File: src/hdl/jsud_pkg.sv
// Shared types and constants for the JSON string unescape decoder.
// Used by jsud_front, jsud_fifo, jsud_back and the top level.
package jsud_pkg;

    typedef enum logic [1:0] {
        KIND_BYTE = 2'd0,
        KIND_DONE = 2'd1,
        KIND_ERR  = 2'd2
    } t_kind;

    localparam int unsigned MAX_RESULTS     = 4;
    localparam int unsigned QUEUE_DEPTH_DEF = 4;

    // Results of one request: data[0..last_idx], all bytes except the
    // final entry, whose kind is tail_kind.
    typedef struct packed {
        logic [1:0]                   last_idx;
        logic [MAX_RESULTS-1:0][7:0]  data;
        t_kind                        tail_kind;
    } t_group;

endpackage

File: src/hdl/jsud_front.sv
// Front end: literal scanner, escape and hex decoding, UTF-8 encoding.
// Turns a request into at most one result group. Depends on jsud_pkg.
module jsud_front (
    input  logic              i_clk,
    input  logic              i_rst_n,
    input  logic              i_in_valid,
    output logic              o_in_ready,
    input  logic [7:0]        i_in_byte,
    input  logic              i_text_end,
    input  logic              i_space,
    output logic              o_push,
    output jsud_pkg::t_group  o_group
);
    import jsud_pkg::*;

    localparam logic [7:0] CH_QUOTE = 8'h22;
    localparam logic [7:0] CH_BSL   = 8'h5C;
    localparam logic [7:0] CH_U     = 8'h75;
    localparam logic [5:0] HI_TAG   = 6'b110110;
    localparam logic [5:0] LO_TAG   = 6'b110111;

    typedef enum logic [2:0] {
        S_IDLE,
        S_STR,
        S_ESC,
        S_HEX1,
        S_AFT_HI,
        S_AFT_HI_BS,
        S_HEX2
    } t_mode;

    typedef struct packed {
        logic [2:0]                   n;
        logic [MAX_RESULTS-1:0][7:0]  b;
    } t_enc;

    function automatic t_enc enc16(input logic [15:0] code);
        t_enc e;
        e = '0;
        if (code < 16'h0080) begin
            e.n    = 3'd1;
            e.b[0] = code[7:0];
        end else if (code < 16'h0800) begin
            e.n    = 3'd2;
            e.b[0] = {3'b110, code[10:6]};
            e.b[1] = {2'b10, code[5:0]};
        end else begin
            e.n    = 3'd3;
            e.b[0] = {4'b1110, code[15:12]};
            e.b[1] = {2'b10, code[11:6]};
            e.b[2] = {2'b10, code[5:0]};
        end
        return e;
    endfunction

    function automatic t_enc enc_pair(input logic [9:0] hi, input logic [9:0] lo);
        t_enc       e;
        logic [4:0] plane;
        plane  = {1'b0, hi[9:6]} + 5'd1;
        e.n    = 3'd4;
        e.b[0] = {5'b11110, plane[4:2]};
        e.b[1] = {2'b10, plane[1:0], hi[5:2]};
        e.b[2] = {2'b10, hi[1:0], lo[9:6]};
        e.b[3] = {2'b10, lo[5:0]};
        return e;
    endfunction

    function automatic logic [4:0] hex_val(input logic [7:0] c);
        logic [4:0] r;
        r = '0;
        if (c inside {[8'h30:8'h39]}) begin
            r = {1'b1, c[3:0]};
        end else if (c inside {[8'h61:8'h66], [8'h41:8'h46]}) begin
            r = {1'b1, c[3:0] + 4'd9};
        end
        return r;
    endfunction

    function automatic logic [8:0] esc_val(input logic [7:0] c);
        logic [8:0] r;
        case (c)
            8'h22:   r = {1'b1, 8'h22};
            8'h5C:   r = {1'b1, 8'h5C};
            8'h2F:   r = {1'b1, 8'h2F};
            8'h62:   r = {1'b1, 8'h08};
            8'h66:   r = {1'b1, 8'h0C};
            8'h6E:   r = {1'b1, 8'h0A};
            8'h72:   r = {1'b1, 8'h0D};
            8'h74:   r = {1'b1, 8'h09};
            default: r = '0;
        endcase
        return r;
    endfunction

    t_mode       r_mode, n_mode;
    logic [11:0] r_hex, n_hex;
    logic [1:0]  r_cnt, n_cnt;
    logic [9:0]  r_high, n_high;

    logic        accept;
    logic [4:0]  dig;
    logic [8:0]  esc;
    logic [15:0] code;
    logic [15:0] hi_code;
    logic        is_ws;
    t_enc        enc;
    logic        tail_en;
    t_kind       tkind;
    logic [7:0]  tbyte;
    logic [2:0]  total;

    assign o_in_ready = i_space;
    assign accept     = i_in_valid && i_space;
    assign dig        = hex_val(i_in_byte);
    assign esc        = esc_val(i_in_byte);
    assign code       = {r_hex, dig[3:0]};
    assign hi_code    = {HI_TAG, r_high};
    assign is_ws      = (i_in_byte == 8'h20) || (i_in_byte inside {[8'h09:8'h0D]});

    always_comb begin
        n_mode  = r_mode;
        n_hex   = r_hex;
        n_cnt   = r_cnt;
        n_high  = r_high;
        enc     = '0;
        tail_en = 1'b0;
        tkind   = KIND_BYTE;
        tbyte   = '0;
        case (r_mode)
            S_IDLE: begin
                if (i_in_byte == CH_QUOTE) begin
                    n_mode = S_STR;
                end else if (!is_ws) begin
                    tail_en = 1'b1;
                    tkind   = KIND_ERR;
                end
            end
            S_STR, S_AFT_HI: begin
                if (r_mode == S_AFT_HI && i_in_byte == CH_BSL) begin
                    n_mode = S_AFT_HI_BS;
                end else begin
                    if (r_mode == S_AFT_HI) begin
                        enc    = enc16(hi_code);
                        n_mode = S_STR;
                    end
                    if (i_in_byte == CH_QUOTE) begin
                        tail_en = 1'b1;
                        tkind   = KIND_DONE;
                        n_mode  = S_IDLE;
                    end else if (i_in_byte == CH_BSL) begin
                        n_mode = S_ESC;
                    end else begin
                        tail_en = 1'b1;
                        tbyte   = i_in_byte;
                    end
                end
            end
            S_ESC, S_AFT_HI_BS: begin
                if (i_in_byte == CH_U) begin
                    n_mode = (r_mode == S_ESC) ? S_HEX1 : S_HEX2;
                    n_hex  = '0;
                    n_cnt  = '0;
                end else begin
                    if (r_mode == S_AFT_HI_BS) begin
                        enc = enc16(hi_code);
                    end
                    tail_en = 1'b1;
                    if (esc[8]) begin
                        tbyte  = esc[7:0];
                        n_mode = S_STR;
                    end else begin
                        tkind  = KIND_ERR;
                        n_mode = S_IDLE;
                    end
                end
            end
            S_HEX1, S_HEX2: begin
                if (!dig[4]) begin
                    tail_en = 1'b1;
                    tkind   = KIND_ERR;
                    n_mode  = S_IDLE;
                end else begin
                    n_hex = code[11:0];
                    if (r_cnt == 2'd3) begin
                        n_cnt = '0;
                        if (r_mode == S_HEX1) begin
                            if (code[15:10] == HI_TAG) begin
                                n_high = code[9:0];
                                n_mode = S_AFT_HI;
                            end else begin
                                enc    = enc16(code);
                                n_mode = S_STR;
                            end
                        end else begin
                            if (code[15:10] == LO_TAG) begin
                                enc = enc_pair(r_high, code[9:0]);
                            end else begin
                                enc = enc16(hi_code);
                            end
                            n_high = '0;
                            n_mode = S_STR;
                        end
                    end else begin
                        n_cnt = r_cnt + 2'd1;
                    end
                end
            end
            default: begin
                n_mode = S_IDLE;
            end
        endcase

        // literal still open on the final byte: only an error
        if (i_text_end && n_mode != S_IDLE && !(tail_en && tkind != KIND_BYTE)) begin
            enc     = '0;
            tail_en = 1'b1;
            tkind   = KIND_ERR;
            tbyte   = '0;
            n_mode  = S_IDLE;
        end
        if (n_mode == S_IDLE) begin
            n_hex  = '0;
            n_cnt  = '0;
            n_high = '0;
        end
    end

    always_comb begin
        total             = enc.n + {2'b00, tail_en};
        o_group.data      = enc.b;
        if (tail_en) begin
            o_group.data[enc.n[1:0]] = tbyte;
        end
        o_group.last_idx  = 2'(total - 3'd1);
        o_group.tail_kind = tail_en ? tkind : KIND_BYTE;
        o_push            = accept && (total != 3'd0);
    end

    always_ff @(posedge i_clk) begin
        if (!i_rst_n) begin
            r_mode <= S_IDLE;
            r_hex  <= '0;
            r_cnt  <= '0;
            r_high <= '0;
        end else if (accept) begin
            r_mode <= n_mode;
            r_hex  <= n_hex;
            r_cnt  <= n_cnt;
            r_high <= n_high;
        end
    end

endmodule

File: src/hdl/jsud_fifo.sv
// Short queue of result groups between front end and output serializer.
// Depends on jsud_pkg for the group type.
module jsud_fifo #(
    parameter int unsigned DEPTH = jsud_pkg::QUEUE_DEPTH_DEF
) (
    input  logic              i_clk,
    input  logic              i_rst_n,
    input  logic              i_wr_valid,
    output logic              o_wr_ready,
    input  jsud_pkg::t_group  i_wr_data,
    output logic              o_rd_valid,
    input  logic              i_rd_ready,
    output jsud_pkg::t_group  o_rd_data
);
    import jsud_pkg::*;

    localparam int unsigned AW = (DEPTH > 1) ? $clog2(DEPTH) : 1;
    localparam int unsigned CW = $clog2(DEPTH + 1);

    t_group          r_mem [DEPTH];
    logic [AW-1:0]   r_wr;
    logic [AW-1:0]   r_rd;
    logic [CW-1:0]   r_count;
    logic            push;
    logic            pop;

    assign o_wr_ready = (r_count != CW'(DEPTH));
    assign o_rd_valid = (r_count != '0);
    assign o_rd_data  = r_mem[r_rd];
    assign push       = i_wr_valid && o_wr_ready;
    assign pop        = o_rd_valid && i_rd_ready;

    always_ff @(posedge i_clk) begin
        if (push) begin
            r_mem[r_wr] <= i_wr_data;
        end
    end

    always_ff @(posedge i_clk) begin
        if (!i_rst_n) begin
            r_wr    <= '0;
            r_rd    <= '0;
            r_count <= '0;
        end else begin
            if (push) begin
                r_wr <= (r_wr == AW'(DEPTH - 1)) ? '0 : r_wr + 1'b1;
            end
            if (pop) begin
                r_rd <= (r_rd == AW'(DEPTH - 1)) ? '0 : r_rd + 1'b1;
            end
            case ({push, pop})
                2'b10:   r_count <= r_count + 1'b1;
                2'b01:   r_count <= r_count - 1'b1;
                default: r_count <= r_count;
            endcase
        end
    end

endmodule

File: src/hdl/jsud_back.sv
// Output serializer: registers one result group and sends its entries
// one per cycle unless stalled, marks the last. Depends on jsud_pkg.
module jsud_back (
    input  logic              i_clk,
    input  logic              i_rst_n,
    input  logic              i_grp_valid,
    output logic              o_grp_ready,
    input  jsud_pkg::t_group  i_grp,
    output logic              o_out_valid,
    input  logic              i_out_ready,
    output logic [7:0]        o_out_byte,
    output logic [1:0]        o_kind,
    output logic              o_last
);
    import jsud_pkg::*;

    t_group      r_grp;
    logic [1:0]  r_idx;
    logic        r_valid;
    logic        at_last;

    assign at_last     = (r_idx == r_grp.last_idx);
    assign o_out_valid = r_valid;
    assign o_out_byte  = r_grp.data[r_idx];
    assign o_kind      = at_last ? r_grp.tail_kind : KIND_BYTE;
    assign o_last      = at_last;
    assign o_grp_ready = !r_valid || (i_out_ready && at_last);

    always_ff @(posedge i_clk) begin
        if (!i_rst_n) begin
            r_valid <= 1'b0;
            r_idx   <= '0;
        end else if (o_grp_ready) begin
            r_valid <= i_grp_valid;
            r_idx   <= '0;
        end else if (i_out_ready) begin
            r_idx <= r_idx + 2'd1;
        end
    end

    always_ff @(posedge i_clk) begin
        if (o_grp_ready) begin
            r_grp <= i_grp;
        end
    end

endmodule

File: src/hdl/json_string_unescape_decoder_unit.sv
// JSON string literal decoder. Takes one source byte per request and gives
// 0 to 4 results per byte (decoded UTF-8 bytes, then possibly a done or
// error marker). A byte is accepted every cycle while the group queue has
// room; results leave the output register one per cycle while i_out_ready
// is high, and the queue of QUEUE_DEPTH groups absorbs bursts from bytes
// with several results, which are stored in the queue, then in the output
// register. Depends on jsud_pkg, jsud_front, jsud_fifo, jsud_back.
module json_string_unescape_decoder_unit #(
    parameter int unsigned QUEUE_DEPTH = jsud_pkg::QUEUE_DEPTH_DEF
) (
    input  logic        i_clk,
    input  logic        i_rst_n,
    input  logic        i_in_valid,
    output logic        o_in_ready,
    input  logic [7:0]  i_in_byte,
    input  logic        i_text_end,
    output logic        o_out_valid,
    input  logic        i_out_ready,
    output logic [7:0]  o_out_byte,
    output logic [1:0]  o_kind,
    output logic        o_last
);
    import jsud_pkg::*;

    logic    space;
    logic    push;
    t_group  wr_grp;
    logic    rd_valid;
    logic    rd_ready;
    t_group  rd_grp;

    jsud_front u_front (
        .i_clk      (i_clk),
        .i_rst_n    (i_rst_n),
        .i_in_valid (i_in_valid),
        .o_in_ready (o_in_ready),
        .i_in_byte  (i_in_byte),
        .i_text_end (i_text_end),
        .i_space    (space),
        .o_push     (push),
        .o_group    (wr_grp)
    );

    jsud_fifo #(
        .DEPTH (QUEUE_DEPTH)
    ) u_fifo (
        .i_clk      (i_clk),
        .i_rst_n    (i_rst_n),
        .i_wr_valid (push),
        .o_wr_ready (space),
        .i_wr_data  (wr_grp),
        .o_rd_valid (rd_valid),
        .i_rd_ready (rd_ready),
        .o_rd_data  (rd_grp)
    );

    jsud_back u_back (
        .i_clk       (i_clk),
        .i_rst_n     (i_rst_n),
        .i_grp_valid (rd_valid),
        .o_grp_ready (rd_ready),
        .i_grp       (rd_grp),
        .o_out_valid (o_out_valid),
        .i_out_ready (i_out_ready),
        .o_out_byte  (o_out_byte),
        .o_kind      (o_kind),
        .o_last      (o_last)
    );

    a_marker_is_last: assert property (@(posedge i_clk) disable iff (!i_rst_n)
        o_out_valid && o_kind != KIND_BYTE |-> o_last)
        else $error("done/error marker not last in group");

    a_marker_zero: assert property (@(posedge i_clk) disable iff (!i_rst_n)
        o_out_valid && o_kind != KIND_BYTE |-> o_out_byte == 8'h00)
        else $error("done/error marker carries data");

    a_push_has_room: assert property (@(posedge i_clk) disable iff (!i_rst_n)
        push |-> space && i_in_valid)
        else $error("group written without accept or room");

    a_reset_quiet: assert property (@(posedge i_clk)
        !$past(i_rst_n) |-> !o_out_valid)
        else $error("output valid right after reset");

endmodule
File: config.mk
export PLATFORM = sky130hd
export DESIGN_NAME = json_string_unescape_decoder_unit
export DESIGN_NICKNAME = d
export VERILOG_FILES = /design/src/hdl/jsud_pkg.sv /design/src/hdl/jsud_front.sv /design/src/hdl/jsud_fifo.sv /design/src/hdl/jsud_back.sv /design/src/hdl/json_string_unescape_decoder_unit.sv
export SDC_FILE = /design/constraint.sdc
export NUM_CORES = 1
export LEC_CHECK = 0
export ABC_AREA = 1
export BUFFER_PORTS_ARGS = -buffer_cell sky130_fd_sc_hd__buf_2
export CAP_MARGIN = 40
export CORE_UTILIZATION = 30
export CTS_CLUSTER_DIAMETER = 60
export DETAILED_ROUTE_END_ITERATION = 10
export GPL_ROUTABILITY_DRIVEN = 0
export HOLD_SLACK_MARGIN = 0.05
export PLACE_DENSITY = 0.42
export SKIP_LAST_GASP = 1
export SLEW_MARGIN = 0
export SYNTH_ARGS = -nofsm -noshare
export SYNTH_HDL_FRONTEND = slang
export SYNTH_HIERARCHICAL = 1
export SYNTH_SLANG_ARGS = --single-unit
File: constraint.sdc
create_clock -name i_clk -period 16.4 [get_ports i_clk]
set_input_delay 3.28 -clock i_clk [delete_from_list [all_inputs] [get_ports i_clk]]
set_output_delay 3.28 -clock i_clk [all_outputs]
set_load 0.02 [all_outputs]
# Word-level counts from Yosys, hierarchy flattened
# Memories as Yosys holds them, arrays and structs flattened. A register that Yosys moved wholly into a read port is not among the register bits.
# Index checks and enable logic that the tools add are counted.
classes:
  order_cmp: 15
  shifts: 0
  div: 0
  addsub: 10
  mux: 93
  bitwise_logic: 1
  n_eq_ne: 28
  multipliers: 0
  reduce_logical: 36
op_table:
  columns: ["cell", "count"]
  rows:
  - ["$mux W35", 10]
  - ["$pmux W35 S3", 1]
  - ["$mux W8", 12]
  - ["$pmux W9 S8", 1]
  - ["$mux W10", 6]
  - ["$eq A8 B7 Y1 const B", 7]
  - ["$mux W3", 14]
  - ["$mux W12", 3]
  - ["$bwmux W32", 1]
  - ["$lt A16 B12 Y1 const B", 2]
  - ["$lt A16 B8 Y1 const B", 2]
  - ["$mux W16", 2]
  - ["$mux W32", 1]
  - ["$mux W2", 15]
  - ["$mux W14", 2]
  - ["$eq A8 B6 Y1 const B", 3]
  - ["$pmux W12 S2", 1]
  - ["$bmux W8 S2", 1]
  - ["$demux W8 S2", 1]
  - ["$ge A8 B7 Y1 const B", 2]
  - ["$le A8 B7 Y1 const B", 2]
  - ["$pmux W8 S2", 1]
  - ["$logic_and A1 B1 Y1", 14]
  - ["$mux W1", 14]
  - ["other kinds (37)", 65]
word_totals:
  ff_bits: 37
  inputBits: 13
  word_cells: 193
  memories: 1
  latchBits: 0
  mem_bits_ro: 0
  ramBits: 144
  output_inout_bits: 13
memory_table:
  columns: ["memory", "words", "word_bits", "read_ports", "rd_clocked_by_memory_dff", "write_ports", "line", "source"]
  rows:
  - ["u_fifo.r_mem", 4, 36, 1, 1, 1, "jsud_fifo.sv:20", "t_group r_mem [DEPTH];"]

# Depth between registers and ports, before layout
logic_depth:
  word_depth: 20
  ltp_mapped: 32
  depth_no_buf: 31

# Modules after synthesis
# The synthesis kept the hierarchy.
modules_own_cells:
  columns: ["module", "seq_area_each_um2", "area_each_um2", "cells_each", "n_inst"]
  rows:
  - ["jsud_fifo", 4504.3, 5870.6, 417, 1]
  - ["jsud_front", 540.5, 3452.1, 622, 1]
  - ["jsud_back", 1141.1, 1501.4, 109, 1]

# Least setup slack after synthesis
# OpenSTA, ideal clock, no wires.
synth_path:
  path_kind: "input to register"
  start: "input port i_in_byte[1]"
  end: "memory u_fifo/r_mem[3][0] (netlist name), enable pin"
  t_required_ns: 15.971
  setup_time_ns: 0.429
  setup_slack_ns: 8.675
  path_buffers: 1
  arrival_ns: 7.296
  stages: 23
  path_cell_list: "inv_1 -> ha_1 -> inv_1 -> nand3_1 -> nand3_2 -> nand2_4 -> nand2_4 -> nor2_1 -> nor2_1 -> nand2_2 -> nor2_4 -> nor2_2 -> buf_2 -> nor2_1 -> ha_1 -> ha_1 -> inv_1 -> ha_1 -> nand3_1 -> nand2_1 -> inv_1 -> nand2_4 -> nor2_1"
synth_via:
  elab_chain_cells: 20
synth_rtl:
  columns: ["element", "line", "source"]
  rows:
  - ["from (decl)", "json_string_unescape_decoder_unit.sv:15", "input logic [7:0] i_in_byte,"]
  - ["$ge A8 B7 Y1 or $le A8 B7 Y1 (tied branches)", "jsud_front.sv:73", "end else if (c inside {[8'h61:8'h66], [8'h41:8'h46]}) begin"]
  - ["$logic_and A1 B1 Y1", "jsud_front.sv:73", null]
  - ["$reduce_bool A2 Y1", "jsud_front.sv:73", null]
  - ["$mux W5", "jsud_front.sv:73", null]
  - ["$mux W5", "jsud_front.sv:71", "if (c inside {[8'h30:8'h39]}) begin"]
  - ["$lt A16 B12 Y1", "jsud_front.sv:43", "end else if (code < 16'h0800) begin"]
  - ["$mux W1", "jsud_front.sv:43", null]
  - ["$mux W3", "jsud_front.sv:40", "if (code < 16'h0080) begin"]
  - ["[5 not listed]", null, null]
  - ["$mux W35", "jsud_front.sv:214", "if (i_text_end && n_mode != S_IDLE && !(tail_en && tkind != KIND_BYTE)) begin"]
  - ["$add A3 B1 Y3 (*)", "jsud_front.sv:229", "total = enc.n + {2'b00, tail_en};"]
  - ["$reduce_bool A3 Y1 (*)", "jsud_front.sv:236", "o_push = accept && (total != 3'd0);"]
  - ["$logic_and A1 B1 Y1 (*)", "jsud_front.sv:236", null]
  - ["named net push", "json_string_unescape_decoder_unit.sv:26", "logic push;"]
  - ["$logic_and A1 B1 Y1 (*)", "jsud_fifo.sv:30", "assign push = i_wr_valid && o_wr_ready;"]
  - ["$mux W1 (*)", "jsud_fifo.sv:34", "if (push) begin"]
  - ["$mux W1 (implied by the code) (*)", "jsud_fifo.sv:35", "r_mem[r_wr] <= i_wr_data;"]
  - ["to (decl)", "jsud_fifo.sv:20", null]
# The timed path passes the listed nets; every way through them passes the cells marked *.

# Worst setup path after layout
layout_path:
  start: "input port i_in_byte[1]"
  end: "register u_fifo.r_count[2]"
layout_via:
  elab_chain_cells: 20
layout_rtl:
  columns: ["element", "line", "source"]
  rows:
  - ["$ge A8 B7 Y1 or $le A8 B7 Y1 (tied branches)", "jsud_front.sv:73", null]
  - ["$logic_and A1 B1 Y1", "jsud_front.sv:73", null]
  - ["$reduce_bool A2 Y1", "jsud_front.sv:73", null]
  - ["$mux W5", "jsud_front.sv:73", null]
  - ["$mux W5", "jsud_front.sv:71", null]
  - ["$lt A16 B12 Y1", "jsud_front.sv:43", null]
  - ["$mux W1", "jsud_front.sv:43", null]
  - ["$mux W3", "jsud_front.sv:40", null]
  - ["[5 not listed]", null, null]
  - ["$mux W35", "jsud_front.sv:214", null]
  - ["$add A3 B1 Y3 (*)", "jsud_front.sv:229", null]
  - ["$reduce_bool A3 Y1 (*)", "jsud_front.sv:236", null]
  - ["$logic_and A1 B1 Y1 (*)", "jsud_front.sv:236", null]
  - ["named net push", "json_string_unescape_decoder_unit.sv:26", null]
  - ["$logic_and A1 B1 Y1 (*)", "jsud_fifo.sv:30", null]
  - ["$eq A2 B1 Y1 or $eq A2 B2 Y1 (tied branches)", "jsud_fifo.sv:51", "case ({push, pop})"]
  - ["$pmux W3 S2 or $reduce_bool A2 Y1 (tied branches)", null, null]
  - ["to (signal assigned)", "jsud_fifo.sv:52", "2'b10: r_count <= r_count + 1'b1;"]
  - ["to (signal assigned)", "jsud_fifo.sv:53", "2'b01: r_count <= r_count - 1'b1;"]
  - ["to (signal assigned)", "jsud_fifo.sv:54", "default: r_count <= r_count;"]
  - ["to (decl)", "jsud_fifo.sv:23", "logic [CW-1:0] r_count;"]
# Marked as above.
# A chain may end at the register's enable or synchronous reset.

==> impl_metrics.tcl <==
set metrics [dict create \
    post_place_instance_area_um2 11270 \
    final_core_utilization 0.3421 \
    grt_setup_unrepaired "false" \
    timing_worst_setup_path_type "primary input to register" \
    drc 0 \
    synth_area_per_cell_um2 9.429 \
    p_leak_nw 4.628 \
    post_synth_instance_area_um2 10820 \
    ctsResizeCount 0 \
    setup.worst_path.start_class "primary input" \
    ratio_of_cells_with_drive_above_1_in_the_final_layout 0.1154 \
    yosys.area.top_type "sky130_fd_sc_hd__edfxtp_1" \
    route.detailed.vias_per_inst 4.896 \
    worst_clock_skew_ns 0.02387 \
    most-common-layout-cells "sky130_fd_sc_hd__nor2_1 (211), sky130_fd_sc_hd__edfxtp_1 (180), sky130_fd_sc_hd__nand2_1 (150)" \
    grt_util_all_layers 0.1610 \
    num_antenna_cells 0 \
    final_layout_net_count 1189 \
    ctsRootBufferMaster "sky130_fd_sc_hd__clkbuf_16" \
    crit_slowest_cell "sky130_fd_sc_hd__nor2_2" \
    die-height_um 192.0 \
    cts_buffers 27 \
    holdCritPathClass "register to register" \
    cts-hold-fix-buffers 0 \
    postSynth.asyncResetShare 0 \
    detailed_place_hpwl_mm 19.52 \
    core.rowCount 69 \
    timing.final.crit_share 0.4310 \
    crit_path_max_fanout 17 \
    crit_top_cell "sky130_fd_sc_hd__inv_1" \
    power_per_standard_cell_area_nw_per_um2 161.7 \
    number_of_global_route_vias_before_repair 7580 \
    detail_route.iter0.violations 538 \
    antenna_found_initial 0 \
    end_kind "register" \
    synthesis.instances 1148 \
    timing.final.max_slew_violations 0 \
    1st_pass_router_iterations 5 \
    grt_first_pass_wirelength_mm 45.22 \
    floorplan.initialDensity 0.3043 \
    grt.overflow.total 0 \
    p_total_mw 1.967 \
    hold_viol 0 \
    register_area_share_after_synthesis 0.5715 \
    pre_cts_ws_ns 8.793 \
    layout_commonest_cell "sky130_fd_sc_hd__nor2_1" \
    count_of_flip_flops_with_a_built_in_enable_after_synthesis 180 \
    maximum_vdd_drop_v 0.0001093 \
    max-clock-path-buffers 3 \
    final_area_um2 12170 \
    detailroute.via_count 8024 \
    fin_tns_setup_ns 0 \
    num_io_pins 26 \
    max_cap_viol_count 0 \
    maximum_number_of_pins_on_one_net_before_global_route_repair 73 \
    final.setup.worst_slack_ns 9.332 \
    top_post_synthesis_cells_by_area "sky130_fd_sc_hd__edfxtp_1 (50%), sky130_fd_sc_hd__nor2_1 (7.5%), sky130_fd_sc_hd__dfxtp_1 (7.2%)" \
    final.min_clock_period_ns 7.068 \
    clock.fmax_mhz 141.5 \
    synth.ff_latch_count 219 \
    critPathArrivalTime_ns 7.52 \
    h-tree-depth 1 \
    die_outline_width_um 192.0 \
    cts_tree "yes" \
    setup_viol 0 \
    die_area_um2 36840 \
    wl_cell_um 17.85 \
    max_stage_delay_ns 0.53 \
    synthDominantCellAreaShare 0.4994 \
    route.antenna.remaining_nets 0 \
    area_delta_synth_final_pct 12.41 \
    io_buffer_count 25 \
    clkSinkCount 219 \
    drt_wl_total_mm 29.26 \
    maxSlewHeadroom 0.4217 \
    worst_setup_hold_path_clk_slew_ns 0.06 \
    outcome "finished, final reports clean" \
    critical_path_data_required_time_ns 16.85 \
    post_cts_buffers 0 \
    synth_warnings 6 \
    core_um2 35570 \
    max_slew.worst_pin.slew_ns 0.8665 \
    clkLatencyLatePin_ns 0.55 \
    ys.flop_type "sky130_fd_sc_hd__edfxtp_1" \
    netlist-cell-type-count 49 \
]
==> metrics by stage <==
step | cells | hold WS, ns
floorplan | 1149 | 0.4619
global placement | 1589 | 0.4853
detailed placement | 1591 | 0.4920
CTS | 1639 | 0.4993
global route | 1639 | 0.5212
finish | 1639 | 0.4938
==> synth_stat cells, types with 11 or more instances <==
library cell and number:
sky130_fd_sc_hd__o21ai_0 60, sky130_fd_sc_hd__nor2_2 17, sky130_fd_sc_hd__nand2_1 151, sky130_fd_sc_hd__buf_4 12, sky130_fd_sc_hd__dfxtp_1 39, sky130_fd_sc_hd__a21oi_1 33
sky130_fd_sc_hd__nor2_1 215, sky130_fd_sc_hd__nand3_1 85, sky130_fd_sc_hd__clkbuf_1 15, sky130_fd_sc_hd__o22ai_1 51, sky130_fd_sc_hd__inv_1 90, sky130_fd_sc_hd__nand4_1 11
sky130_fd_sc_hd__ha_1 16, sky130_fd_sc_hd__buf_2 13, sky130_fd_sc_hd__o21ai_1 63, sky130_fd_sc_hd__edfxtp_1 180, sky130_fd_sc_hd__buf_6 13
==> kinds of logic (layout without fill, tap and decap cells) <==
kind of cell    count (synthesis)  after routing  synth area share
xor+xnor                        4              4          0.003237
buf+inv                       155            184           0.06912
fa+ha+maj                      17             17           0.02034
other cells                     1              2         0.0003464
flops                         219            219            0.5715
simple gates                  518            518            0.2129
compound gates                234            234            0.1225
==> worst max-delay path: cells and delay by family <==
| family | cells | cell delay [ns] |
|---|---|---|
| adder cells (fa/ha/maj) | 5 | 1.22 |
| AND/OR/NAND/NOR | 18 | 2.22 |
| buffers and inverters | 9 | 0.79 |
==> where the power goes <==
group | internal, mW | switching [mW]
sequential | 0.777 | 0.0582
clock | 0.369 | 0.228
combinational | 0.147 | 0.389
total | 1.29 | 0.675
==> flip-flops by register name (all words and copies together), names as in the netlist, named ones only <==
register and flops:
u_back/o_out_valid 1, u_back/r_grp 36, u_back/r_idx 2, u_fifo/r_count 3, u_fifo/r_mem 144, u_fifo/r_rd 2
u_fifo/r_wr 2, u_front/r_cnt 2, u_front/r_hex 12, u_front/r_high 10, u_front/r_mode 3
==> final cells by class <==
| type | count | area (um2) |
|---|---|---|
| sequential | 219 | 6187 |
| clock buffer | 33 | 708.2 |
| clock inverter | 15 | 187.7 |
| tap | 461 | 576.8 |
| inverter | 101 | 386.6 |
| multi-input combinational | 775 | 3926 |
| timing repair buffer | 35 | 195.2 |
| fill | 3697 | 23400 |
==> per-layer routing <==
layer	GRT usage	vias to the layer above	wire length (um)
met5	0	-	0
met4	0.04029	0	625
met3	0.02156	45	1125
met2	0.2549	169	13250
met1	0.2306	3824	14260
li1	-	3986	-
==> path summary, 6_finish.rpt <==
kind	start	endpoint	slack, ns	depth (start not counted)
setup / recovery	i_in_byte[1]	u_fifo/r_count[2]	9.33	32
hold / removal	u_front/r_cnt[1]	u_front/r_cnt[1]	0.49	2
setup reg to reg	u_front/r_mode[1]	u_fifo/r_count[2]	11.74	29
hold reg to reg	u_front/r_cnt[1]	u_front/r_cnt[1]	0.49	2
Power figures use the tool's default switching activity.
